## src/design/ilt_pkg.sv

```systemverilog
// Shared types and constants of the indexed list table engine.
// No dependencies; every other design file imports this package.
package ilt_pkg;

    // Store geometry
    localparam int DEPTH  = 256;
    localparam int DATA_W = 32;
    localparam int ADDR_W = $clog2(DEPTH);
    localparam int CNT_W  = $clog2(DEPTH + 1);
    localparam int REQ_W  = 4;
    localparam int ST_W   = 2;

    localparam logic [CNT_W-1:0] CNT_ONE  = CNT_W'(1);
    localparam logic [CNT_W-1:0] CNT_TWO  = CNT_W'(2);
    localparam logic [CNT_W-1:0] CNT_FULL = CNT_W'(DEPTH);

    // Request codes
    typedef enum logic [REQ_W-1:0] {
        REQ_PUSH        = 4'd0,
        REQ_POP         = 4'd1,
        REQ_INSERT      = 4'd2,
        REQ_REMOVE      = 4'd3,
        REQ_SWAP_REMOVE = 4'd4,
        REQ_SWAP        = 4'd5,
        REQ_GET         = 4'd6,
        REQ_FIRST       = 4'd7,
        REQ_LAST        = 4'd8,
        REQ_CLEAR       = 4'd9
    } t_req;

    // Status codes
    typedef enum logic [ST_W-1:0] {
        ST_OK   = 2'd0,
        ST_FULL = 2'd1,
        ST_BAD  = 2'd2
    } t_status;

    // Memory access request from the sequencer to the store
    typedef struct packed {
        logic              rd_en;
        logic [ADDR_W-1:0] rd_addr;
        logic              wr_en;
        logic [ADDR_W-1:0] wr_addr;
        logic [DATA_W-1:0] wr_data;
    } t_mem_req;

endpackage

```

## src/design/ilt_ctrl.sv

```systemverilog
// Request sequencer: decodes a request, drives store reads and writes,
// runs the shift loops of insert and remove, and registers the result.
// Depends on ilt_pkg.
module ilt_ctrl (
    input  logic                       i_clk,
    input  logic                       i_rst_n,
    input  logic                       i_start,
    output logic                       o_busy,
    input  logic [ilt_pkg::REQ_W-1:0]  i_req_type,
    input  logic [ilt_pkg::CNT_W-1:0]  i_index_a,
    input  logic [ilt_pkg::ADDR_W-1:0] i_index_b,
    input  logic [ilt_pkg::DATA_W-1:0] i_value,
    output ilt_pkg::t_mem_req          o_mem,
    input  logic [ilt_pkg::DATA_W-1:0] i_rd_data,
    output logic                       o_strobe,
    output logic [ilt_pkg::DATA_W-1:0] o_read_data,
    output logic [ilt_pkg::ST_W-1:0]   o_status,
    output logic [ilt_pkg::CNT_W-1:0]  o_count
);
    import ilt_pkg::*;

    typedef enum logic [6:0] {
        S_IDLE    = 7'b0000001,
        S_EXEC    = 7'b0000010,
        S_SWAP_RD = 7'b0000100,
        S_SWAP_WR = 7'b0001000,
        S_SHIFT_DN = 7'b0010000,
        S_SHIFT_UP = 7'b0100000,
        S_PUT     = 7'b1000000
    } t_state;

    t_state            r_state, n_state;
    logic [REQ_W-1:0]  r_req;
    logic [CNT_W-1:0]  r_ia;
    logic [ADDR_W-1:0] r_ib;
    logic [DATA_W-1:0] r_val;
    logic [DATA_W-1:0] r_tmp, n_tmp;
    logic [ADDR_W-1:0] r_ptr, n_ptr;
    logic [CNT_W-1:0]  r_count, n_count;
    logic              r_strobe, n_strobe;
    logic [DATA_W-1:0] r_read_data, n_read_data;
    t_status           r_status, n_status;

    logic              accept;
    logic [CNT_W-1:0]  cnt_m1;
    logic [CNT_W-1:0]  ia_p1;
    logic [CNT_W-1:0]  ptr_ext;
    logic [CNT_W-1:0]  ptr_p2;
    logic [CNT_W-1:0]  ptr_m2;
    logic              bad_a;
    logic              bad_b;
    logic              empty;
    logic              full;

    assign accept  = i_start && (r_state == S_IDLE);
    assign cnt_m1  = r_count - CNT_ONE;
    assign ia_p1   = r_ia + CNT_ONE;
    assign ptr_ext = {1'b0, r_ptr};
    assign ptr_p2  = ptr_ext + CNT_TWO;
    assign ptr_m2  = ptr_ext - CNT_TWO;
    assign bad_a   = (r_ia >= r_count);
    assign bad_b   = ({1'b0, r_ib} >= r_count);
    assign empty   = (r_count == '0);
    assign full    = (r_count == CNT_FULL);

    // Sequencer next state, store accesses and result
    always_comb begin
        logic [CNT_W-1:0] acc_a_p1;
        acc_a_p1    = i_index_a + CNT_ONE;
        n_state     = r_state;
        n_tmp       = r_tmp;
        n_ptr       = r_ptr;
        n_count     = r_count;
        n_strobe    = 1'b0;
        n_read_data = r_read_data;
        n_status    = r_status;
        o_mem       = '0;

        case (r_state)
            S_IDLE: begin
                // first read goes out with the transfer
                if (accept) begin
                    n_state    = S_EXEC;
                    o_mem.rd_en = 1'b1;
                    case (i_req_type)
                        REQ_GET, REQ_SWAP: o_mem.rd_addr = i_index_a[ADDR_W-1:0];
                        REQ_LAST, REQ_SWAP_REMOVE, REQ_INSERT:
                            o_mem.rd_addr = cnt_m1[ADDR_W-1:0];
                        REQ_REMOVE: o_mem.rd_addr = acc_a_p1[ADDR_W-1:0];
                        default:    o_mem.rd_addr = '0;
                    endcase
                end
            end
            S_EXEC: begin
                // most requests finish here
                n_strobe    = 1'b1;
                n_state     = S_IDLE;
                n_status    = ST_OK;
                n_read_data = '0;
                case (r_req)
                    REQ_PUSH: begin
                        if (full) begin
                            n_status = ST_FULL;
                        end else begin
                            o_mem.wr_en   = 1'b1;
                            o_mem.wr_addr = r_count[ADDR_W-1:0];
                            o_mem.wr_data = r_val;
                            n_count       = r_count + CNT_ONE;
                        end
                    end
                    REQ_POP: begin
                        if (empty) begin
                            n_status = ST_BAD;
                        end else begin
                            n_count = cnt_m1;
                        end
                    end
                    REQ_INSERT: begin
                        if (r_ia > r_count) begin
                            n_status = ST_BAD;
                        end else if (full) begin
                            n_status = ST_FULL;
                        end else if (r_ia == r_count) begin
                            o_mem.wr_en   = 1'b1;
                            o_mem.wr_addr = r_ia[ADDR_W-1:0];
                            o_mem.wr_data = r_val;
                            n_count       = r_count + CNT_ONE;
                        end else begin
                            n_strobe = 1'b0;
                            n_ptr    = r_count[ADDR_W-1:0];
                            n_state  = S_SHIFT_UP;
                        end
                    end
                    REQ_REMOVE: begin
                        if (bad_a) begin
                            n_status = ST_BAD;
                        end else if (ia_p1 == r_count) begin
                            n_count = cnt_m1;
                        end else begin
                            n_strobe = 1'b0;
                            n_ptr    = r_ia[ADDR_W-1:0];
                            n_state  = S_SHIFT_DN;
                        end
                    end
                    REQ_SWAP_REMOVE: begin
                        if (bad_a) begin
                            n_status = ST_BAD;
                        end else begin
                            o_mem.wr_en   = 1'b1;
                            o_mem.wr_addr = r_ia[ADDR_W-1:0];
                            o_mem.wr_data = i_rd_data;
                            n_count       = cnt_m1;
                        end
                    end
                    REQ_SWAP: begin
                        if (bad_a || bad_b) begin
                            n_status = ST_BAD;
                        end else begin
                            n_strobe      = 1'b0;
                            n_tmp         = i_rd_data;
                            o_mem.rd_en   = 1'b1;
                            o_mem.rd_addr = r_ib;
                            n_state       = S_SWAP_RD;
                        end
                    end
                    REQ_GET: begin
                        if (bad_a) begin
                            n_status = ST_BAD;
                        end else begin
                            n_read_data = i_rd_data;
                        end
                    end
                    REQ_FIRST, REQ_LAST: begin
                        if (empty) begin
                            n_status = ST_BAD;
                        end else begin
                            n_read_data = i_rd_data;
                        end
                    end
                    REQ_CLEAR: n_count = '0;
                    default: ;
                endcase
            end
            S_SWAP_RD: begin
                o_mem.wr_en   = 1'b1;
                o_mem.wr_addr = r_ia[ADDR_W-1:0];
                o_mem.wr_data = i_rd_data;
                n_state       = S_SWAP_WR;
            end
            S_SWAP_WR: begin
                o_mem.wr_en   = 1'b1;
                o_mem.wr_addr = r_ib;
                o_mem.wr_data = r_tmp;
                n_strobe      = 1'b1;
                n_state       = S_IDLE;
            end
            S_SHIFT_DN: begin
                // entry ptr+1 moves to ptr, next source read in flight
                o_mem.wr_en   = 1'b1;
                o_mem.wr_addr = r_ptr;
                o_mem.wr_data = i_rd_data;
                o_mem.rd_en   = 1'b1;
                o_mem.rd_addr = ptr_p2[ADDR_W-1:0];
                n_ptr         = r_ptr + ADDR_W'(1);
                if (ptr_p2 == r_count) begin
                    n_count  = cnt_m1;
                    n_strobe = 1'b1;
                    n_state  = S_IDLE;
                end
            end
            S_SHIFT_UP: begin
                // entry ptr-1 moves to ptr
                o_mem.wr_en   = 1'b1;
                o_mem.wr_addr = r_ptr;
                o_mem.wr_data = i_rd_data;
                o_mem.rd_en   = 1'b1;
                o_mem.rd_addr = ptr_m2[ADDR_W-1:0];
                n_ptr         = r_ptr - ADDR_W'(1);
                if (ptr_ext == ia_p1) begin
                    n_state = S_PUT;
                end
            end
            S_PUT: begin
                o_mem.wr_en   = 1'b1;
                o_mem.wr_addr = r_ia[ADDR_W-1:0];
                o_mem.wr_data = r_val;
                n_count       = r_count + CNT_ONE;
                n_strobe      = 1'b1;
                n_state       = S_IDLE;
            end
            default: n_state = S_IDLE;
        endcase
    end

    // Control registers
    always_ff @(posedge i_clk) begin
        if (!i_rst_n) begin
            r_state  <= S_IDLE;
            r_count  <= '0;
            r_strobe <= 1'b0;
        end else begin
            r_state  <= n_state;
            r_count  <= n_count;
            r_strobe <= n_strobe;
        end
    end

    // Request capture and working data
    always_ff @(posedge i_clk) begin
        if (accept) begin
            r_req <= i_req_type;
            r_ia  <= i_index_a;
            r_ib  <= i_index_b;
            r_val <= i_value;
        end
        r_tmp       <= n_tmp;
        r_ptr       <= n_ptr;
        r_read_data <= n_read_data;
        r_status    <= n_status;
    end

    assign o_busy      = (r_state != S_IDLE);
    assign o_strobe    = r_strobe;
    assign o_read_data = r_read_data;
    assign o_status    = r_status;
    assign o_count     = r_count;

endmodule

```

## config.mk

```make
export PLATFORM = sky130hd
export DESIGN_NAME = ilt_ctrl
export DESIGN_NICKNAME = d
export VERILOG_FILES = /design/src/design/ilt_pkg.sv /design/src/design/ilt_ctrl.sv
export SDC_FILE = /design/constraint.sdc
export NUM_CORES = 1
export LEC_CHECK = 0
export ABC_CLOCK_PERIOD_IN_PS = 4300
export BUFFER_PORTS_ARGS = -buffer_cell sky130_fd_sc_hd__buf_2
export CAP_MARGIN = 20
export CORE_ASPECT_RATIO = 1.25
export CORE_MARGIN = 4
export CORE_UTILIZATION = 45
export CTS_BUF_LIST = sky130_fd_sc_hd__clkbuf_4 sky130_fd_sc_hd__clkbuf_8
export CTS_CLUSTER_SIZE = 40
export DETAILED_ROUTE_END_ITERATION = 12
export PLACE_DENSITY = 0.69
export SLEW_MARGIN = 15
export SYNTH_ARGS = -nofsm -noshare
export SYNTH_HDL_FRONTEND = slang
export SYNTH_SLANG_ARGS = --single-unit
```

## constraint.sdc

```tcl
create_clock -name i_clk -period 4.3 [get_ports i_clk]
set_input_delay 0 -clock i_clk [delete_from_list [all_inputs] [get_ports i_clk]]
set_output_delay 0 -clock i_clk [all_outputs]
set_load 0.01 [all_outputs]
```

== After elaboration in Yosys (flattened, before gate mapping) ==
Index checks and enable logic that the tools add are counted.

* Equal/unequal tests: 43
* Order comparisons: 3
* Shift operators: 0
* $add $sub $neg: 8
* Reduce and logical (&&, ||, !) cells: 17
* Div/mod/pow operators: 0
* Bitwise gates (word level): 1
* Multiply operators: 0
* Multiplexer cells: 59

{| class="wikitable"
|+ Operators with widths
! kind !! number
|-
| two-way mux 41 bit || 5
|-
| case mux 41 bit (5 select lines) || 1
|-
| case mux 41 bit (3 select lines) || 1
|-
| two-way mux 9 bit || 12
|-
| two-way mux 32 bit || 2
|-
| case mux 32 bit (2 select lines) || 1
|-
| case mux 9 bit (6 select lines) || 1
|-
| case mux 8 bit (3 select lines) || 2
|-
| two-way mux 8 bit || 5
|-
| case mux 9 bit (4 select lines) || 1
|-
| case mux 7 bit (5 select lines) || 1
|-
| != test 3 bit, second input constant || 10
|-
| == test 4 x 3 -> 1 bit, second input constant || 7
|-
| == test 9 bit || 3
|-
| case mux 9 bit (3 select lines) || 1
|-
| two-way mux 7 bit || 3
|-
| adder 9 x 1 -> 9 bit, second input constant || 2
|-
| two-way mux 6 bit || 3
|-
| case mux 6 bit (3 select lines) || 1
|-
| adder 8 x 1 -> 8 bit, second input constant || 2
|-
| == test 4 x 2 -> 1 bit, second input constant || 4
|-
| case mux 8 bit (2 select lines) || 1
|-
| != test 7 x 1 -> 1 bit, second input constant || 2
|-
| == test 4 bit, second input constant || 3
|-
| other kinds (36) || 57
|}

* Word-level logic and storage cells: 142
* Output and inout port bits: 95
* Bits in writable memories: 0
* Memory bits (read-only): 0
* Memories: 0
* Bits in latches: 0
* Register bits: 144

== Logic depth before layout (Yosys ltp) ==
Gate-level depths: netlist of the first run.

* Depth after elaboration: 6
* Depth in mapped cells: 14
* Mapped depth without buffers: 12

== Least setup slack after synthesis of the first run ==
Ideal clock, no wire load.

* Path kind: register to output
* Start point: register r_count[7] (netlist: o_count[7])
* End point: output o_mem[42] (netlist name)
* Cell stages (with the launch flop): 13
* Required time: 4.300 ns
* Slack: 0.671 ns
* Arrival time: 3.629 ns
* Cell sequence: dfxtp_1 > clkbuf_1 > inv_1 > ha_1 > a211oi_1 > o211ai_1 > o31ai_2 > and3_1 > nand2_1 > nor2_1 > clkbuf_1 > a21oi_1 > a21oi_1

{| class="wikitable"
|+ RTL lines
! what !! RTL line !! text
|-
| from (decl) || ilt_ctrl.sv:39 || <nowiki>logic [CNT_W-1:0] r_count, n_count;</nowiki>
|-
| from (signal assigned) || ilt_ctrl.sv:243 || <nowiki>r_count <= n_count;</nowiki>
|-
| to (decl) || ilt_ctrl.sv:13 || <nowiki>output ilt_pkg::t_mem_req o_mem,</nowiki>
|}

==> results_dict.tcl, run 1 <==
set metrics [dict create \
    status "complete, no violations" \
    synth_simple_gate_area_frac 0.1541 \
    clock_path_buffers 2 \
    grt.busiest_layer "met2" \
    reg2regPathDepth 10 \
    crit_path_start_kind "register" \
    hold_path.class "input port to register" \
    cts.htree.levels 4 \
    numCtsBuffers 17 \
    syn_inst 811 \
    min_period_ns 3.985 \
    drt_iter0_markers 940 \
    globalplace.congestion 1.012 \
    synth-compound-area-share 0.1904 \
    synth_top_area_cell "edfxtp_1" \
    dieArea_um2 21070 \
    final_net_count 1189 \
    ant_nets 0 \
    synth_fa_ha_area_frac 0.04793 \
    cts_setup_buffers 0 \
    worstHoldStart "i_index_b[0]" \
    setup_viol 0 \
    layout_common_cells "buf_2, edfxtp_1, dlygate4sd3_1" \
    syn_to_final_growth_pct 29.48 \
    synth_mux_area_frac 0.01065 \
    dp_hpwl_um 20120 \
    drc 0 \
    worstMarginPinSlew_ns 1.186 \
    ios 183 \
    vias 7970 \
    cts_root_buffer "clkbuf_8" \
    vdd_ir_drop_max_v 0.0002252 \
    use_met2 0.4382 \
    r2r_start "o_count[3]" \
    yosysSeqAreaShare 0.4911 \
    post-route-period-util 0.9268 \
    ys_ff_latch 144 \
    grt_pass1_vias 7717 \
    dieHeight_um 161.3 \
    pwr-share-comb 0.187 \
    reg2reg_to "o_count[4]" \
    mostFrequentLayoutCell "buf_2" \
    grt_use_total 0.2641 \
    hold_depth 2 \
    grt_pass1_wl_um 43040 \
    synth_top_family_by_area "compound AO/OA/AOI/OAI gates" \
    numPortBuffers 182 \
    seq_power_share 0.499 \
    synth_ff_type "edfxtp_1" \
    rrSetupSlack_ns 0.60 \
    timing_hold_violations_final 0 \
    die_w_um 130.6 \
    drt_pass1_iterations 11 \
    finalClockSkew_ns 0.01633 \
    worstPathArrival_ns 3.99 \
    coreArea_um2 18310 \
    rows 55 \
    p_sw_w 0.001086 \
    overflow 0 \
    drive_above_1_share 0.2364 \
    power_density_nw_per_um2 312.2 \
    vias_per_cell 6.079 \
    maxCapViolations 0 \
    postSynth.asyncResetShare 0 \
    grt_max_degree 34 \
    met1_usage 0.3063 \
    critPathMaxFanout 33 \
    p_leak_nw 4.590 \
    clk_latency_ns 0.46 \
    routedWlPerCell_um 21.87 \
    synth_area_leaders "edfxtp_1, a222oi_1, ha_1" \
    cts_tree "built" \
    clk_pin_slew_ns 0.10 \
    power.share.switching 0.3177 \
    n_antenna_cell 0 \
    yosys.area.top_type_share 0.4509 \
    clkPwrFrac 0.314 \
    min_to "r_ib[0]" \
    end_kind "primary output" \
    finalSetupTns_ns 0 \
    wirelength_um 28670 \
    synth-xor-area-share 0.04822 \
    synth.avg_cell_area_um2 10.43 \
    clock_sinks 144 \
    critical_path_class "register to primary output" \
    p_int_w 0.002333 \
    antenna_found_initial 0 \
    rsz0062_at_grt "no" \
    timing.fmax_mhz 250.9 \
    met3_usage 0.04929 \
    p_total_w 0.003419 \
    synth_area_um2 8458 \
    critPathRequiredTime_ns 4.30 \
    syn-num-nets 930 \
    yosysWarnings 0 \
    synth-edff-count 127 \
    initial_core_util 0.4621 \
    drv_slew 0 \
    max_slew_margin 0.2096 \
    synth.distinct_cells 75 \
]
==> cell families (layout without fill, tap and decap cells) <==
group	Yosys count	after routing
fa+ha+maj	32	32
xor+xnor	45	45
mux	9	9
compound gates	213	213
buf+inv	122	394
simple gates	246	246
flops	144	144
==> layer usage <==
layer | routed length, um | part of all wire
met1 | 10390 | 0.36
met2 | 13830 | 0.48
met3 | 2437 | 0.085
met4 | 2008 | 0.070
met5 | 0 | 0
==> cells in the mapped netlist (6+ instances only) <==
cell type    n
nor3_1      12
nor2_1      50
a22oi_1     12
a211oi_1     7
inv_1       60
and3_1      16
edfxtp_1   127
clkbuf_1    39
nand2b_1    10
ha_1        30
mux2i_1      9
a21oi_1     36
o211ai_1     6
nand2_1     51
nand4_1     10
xnor2_1     28
nor4_1       6
nor2b_1     40
nand3_1     21
dfxtp_1     17
o21ai_0     27
a222oi_1    40
o221ai_1     9
buf_2       19
xor2_1      16
o21ai_1     13
==> timing repair <==
action,CTS,global route
endpoints found under the setup margin,0,36
endpoints found under the hold margin,134,0
hold buffers,88,0
resized for setup,0,2
==> sequential cells by signal, indices dropped and copies added, names as in the netlist <==
signal and cells:
r_tmp 32, r_ia 9, r_req 4, o_read_data 32
r_state 7, o_strobe 1, o_count 9, r_val 32
r_ib 8, o_status 2, r_ptr 8
==> worst max-delay path, cell delays in order (launching register included) <==
cell and delay, ns:
dfxtp_1 0.70, inv_2 0.18, ha_1 0.35, nand4_1 0.13
nor3_1 0.09, o31ai_4 0.37, nand2_1 0.20, or4_1 0.54
o211ai_2 0.17, buf_6 0.29, a222oi_1 0.18, inv_1 0.14
buf_2 0.15
==> cell type report <==
class | instances | area, um^2
Timing Repair Buffer | 301 | 2051
Inverter | 61 | 229.0
Clock buffer | 17 | 234.0
Multi-Input combinational cell | 545 | 3835
Fill cell | 1473 | 7353
Tap cell | 228 | 285.3
Clock inverter | 15 | 163.9
Sequential cell | 144 | 4154
==> per-stage QoR <==
stage | hold slack, ns | cells | area, um^2 | utilization | setup slack [ns]
3_5_place_dp | 0.1781 | 1190 | 9656 | 0.5275 | 0.7031
3_3_place_gp | 0.1769 | 1190 | 9656 | 0.5275 | 0.8183
4_1_cts | 0.2245 | 1310 | 10930 | 0.5973 | 0.1818
2_1_floorplan | 0.09887 | 811 | 8458 | - | 0.6713
5_1_grt | 0.2392 | 1311 | 10950 | 0.5983 | 0.06184
6_report | 0.2515 | 1311 | 10950 | 0.5983 | 0.3148
==> worst max path at each step <==
stage | slack [ns] | end | cells past startpoint | from
2_1_floorplan | 0.67 | o_mem[42] | 12 | o_count[7]
4_1_cts | 0.18 | o_mem[21] | 12 | o_count[3]
5_1_grt | 0.06 | o_mem[39] | 11 | o_count[8]
6_report | 0.31 | o_mem[29] | 12 | o_count[3]
3_3_place_gp | 0.82 | o_count[4] | 10 | o_count[3]
3_5_place_dp | 0.70 | o_count[4] | 10 | o_count[3]
==> power groups by stage <==
stage | clock, W | combinational (W) | sequential [W]
finish | 0.00107 | 0.000641 | 0.00171
floorplan | 0 | 0.000376 | 0.00169
detailed placement | 0 | 0.000562 | 0.00173
global placement | 0 | 0.000561 | 0.00173
CTS | 0.00109 | 0.000629 | 0.00170
global route | 0.00115 | 0.000703 | 0.00171
Power figures use the tool's default switching activity.
==> inputs of run 2 (changes only) <==
Settings changed: CORE_ASPECT_RATIO 1.25 to unset, RECOVER_POWER set to 100.
==> run 2 against run 1 <==
  * Largest cell class unchanged
  * Critical endpoint is now o_mem[33]
  * Global-route usage shrank 1.6 points
  * Core utilization fell by 0.95 points
  * Final area decreased by 2.1%
  * Die area barely moved
  * Clock-buffer cell count unchanged
  * Register-to-register slack improved by 0.07 ns
  * Non-clock buffer count shrank 9
  * Combinational power down 4.7%
  * First-iteration DRC count down 0.21%
  * Sequential share of layout area grew 0.83 points
  * Critical path depth is 1 lower
==> results_dict.tcl, run 2 (same netlist as run 1, synthesis figures left out) <==
set metrics [dict create \
    seqCellArea_um2 4155 \
    critPathRequiredTime_ns 4.30 \
    placed_area_um2 9584 \
    status "complete, no violations" \
    drc 0 \
    drt_pass1_iterations 7 \
    grt_use_total 0.2483 \
    finalSetupTns_ns 0 \
    clk_pin_slew_ns 0.11 \
    ant_nets 0 \
    rows 49 \
    numCtsBuffers 17 \
    vdd_ir_drop_max_v 0.0002201 \
    numPortBuffers 182 \
    finalClockSkew_ns 0.01968 \
    grt_pass1_vias 7441 \
    grt_max_degree 39 \
    fin_util 0.5887 \
    vias 7843 \
    routedWlPerCell_um 20.76 \
    end_kind "primary output" \
    power_density_nw_per_um2 319.6 \
    worstPathArrival_ns 4.05 \
    timing_hold_violations_final 0 \
    crit_path_start_kind "register" \
    max_slew_margin 0.2787 \
    r2r_start "r_ptr[1]" \
    min_period_ns 4.054 \
    n_antenna_cell 0 \
    initial_core_util 0.4645 \
    timing.fmax_mhz 246.7 \
    cts.htree.levels 4 \
    cts_setup_buffers 0 \
    post-route-period-util 0.9428 \
    wirelength_um 27040 \
    drt_iter0_markers 938 \
    layout_common_cells "edfxtp_1, clkbuf_1, dlygate4sd3_1" \
    fill_cells 1579 \
    cts_tree "built" \
    maxCapViolations 0 \
    syn_to_final_growth_pct 26.75 \
    grt_pass1_wl_um 41820 \
    multi_input_area_um2 3831 \
    die_w_um 145.1 \
    overflow 0 \
    dieArea_um2 21050 \
    antenna_found_initial 0 \
    rsz0062_at_grt "no" \
    clk_latency_ns 0.47 \
    coreArea_um2 18210 \
    dieHeight_um 145.1 \
    final_area_um2 10720 \
    dp_hpwl_um 18510 \
    critPathMaxFanout 10 \
    mostFrequentLayoutCell "edfxtp_1" \
    setup_viol 0 \
    worstHoldStart "i_index_b[0]" \
    drv_slew 0 \
    startpoint "o_count[8]" \
    clock_path_buffers 2 \
    clock_sinks 144 \
    final_net_count 1180 \
    globalplace.congestion 1.011 \
    drive_above_1_share 0.1192 \
    worstMarginPinSlew_ns 1.077 \
    ios 183 \
    critical_path_class "register to primary output" \
    p_leak_nw 4.177 \
    hold_path.class "input port to register" \
    cts_root_buffer "clkbuf_8" \
    vias_per_cell 6.019 \
]
-- run 2: layout make-up --
class	count	area share
flip-flops and latches	144	0.3876
multi-input cells	545	0.3574
repair buffers	292	0.1675
well taps	229	0.02673
clock buffers	17	0.02183
inverters	61	0.02136
clock inverters	15	0.01762
-- run 2: report_power, final --
part	internal (W)	total [W]	switching, W
clock	0.000449	0.00111	0.000660
sequential	0.00162	0.00171	0.0000839
combinational	0.000250	0.000611	0.000360
-- run 2: per-layer routing --
layer | global-route usage | wire length, um
met1 | 0.3339 | 11150
met2 | 0.3991 | 12510
met3 | 0.05582 | 2594
met4 | 0.08642 | 790
met5 | 0 | 0
-- run 2: path summary, 6_finish.rpt --
path	to	slack, ns	cells after the start
worst max-delay path	o_mem[33]	0.25	11
worst min-delay path	r_ib[0]	0.23	2
worst max register to register	o_count[0]	0.67	9
worst min register to register	r_state[3]	0.66	2
-- run 2: what timing repair did --
item | 4_1_cts | 5_1_grt
gates resized for setup | 0 | 2
setup endpoints to repair | 0 | 40
endpoints found under the hold margin | 134 | 0
hold buffers | 88 | 0
-- run 2: worst max-delay path, cell delays in order (launching register included) --
cell,delay (ns)
dfxtp_1,0.56
inv_1,0.11
ha_1,0.34
a211oi_1,0.22
o211ai_1,0.18
o31ai_4,0.33
nand2_1,0.22
or4_1,0.56
o21ai_1,0.36
a22oi_1,0.19
o21ai_0,0.31
buf_2,0.21
-- run 2: stage by stage --
stage,power (W),hold slack (ns),worst slack (ns),std cells
6_report,0.003426,0.2286,0.2458,1303
4_1_cts,0.003436,0.2126,0.1567,1303
3_3_place_gp,0.002275,0.1770,0.8476,1183
2_1_floorplan,0.002064,0.09887,0.6713,811
3_5_place_dp,0.002279,0.1781,0.7239,1183
5_1_grt,0.003572,0.2192,0.02147,1303
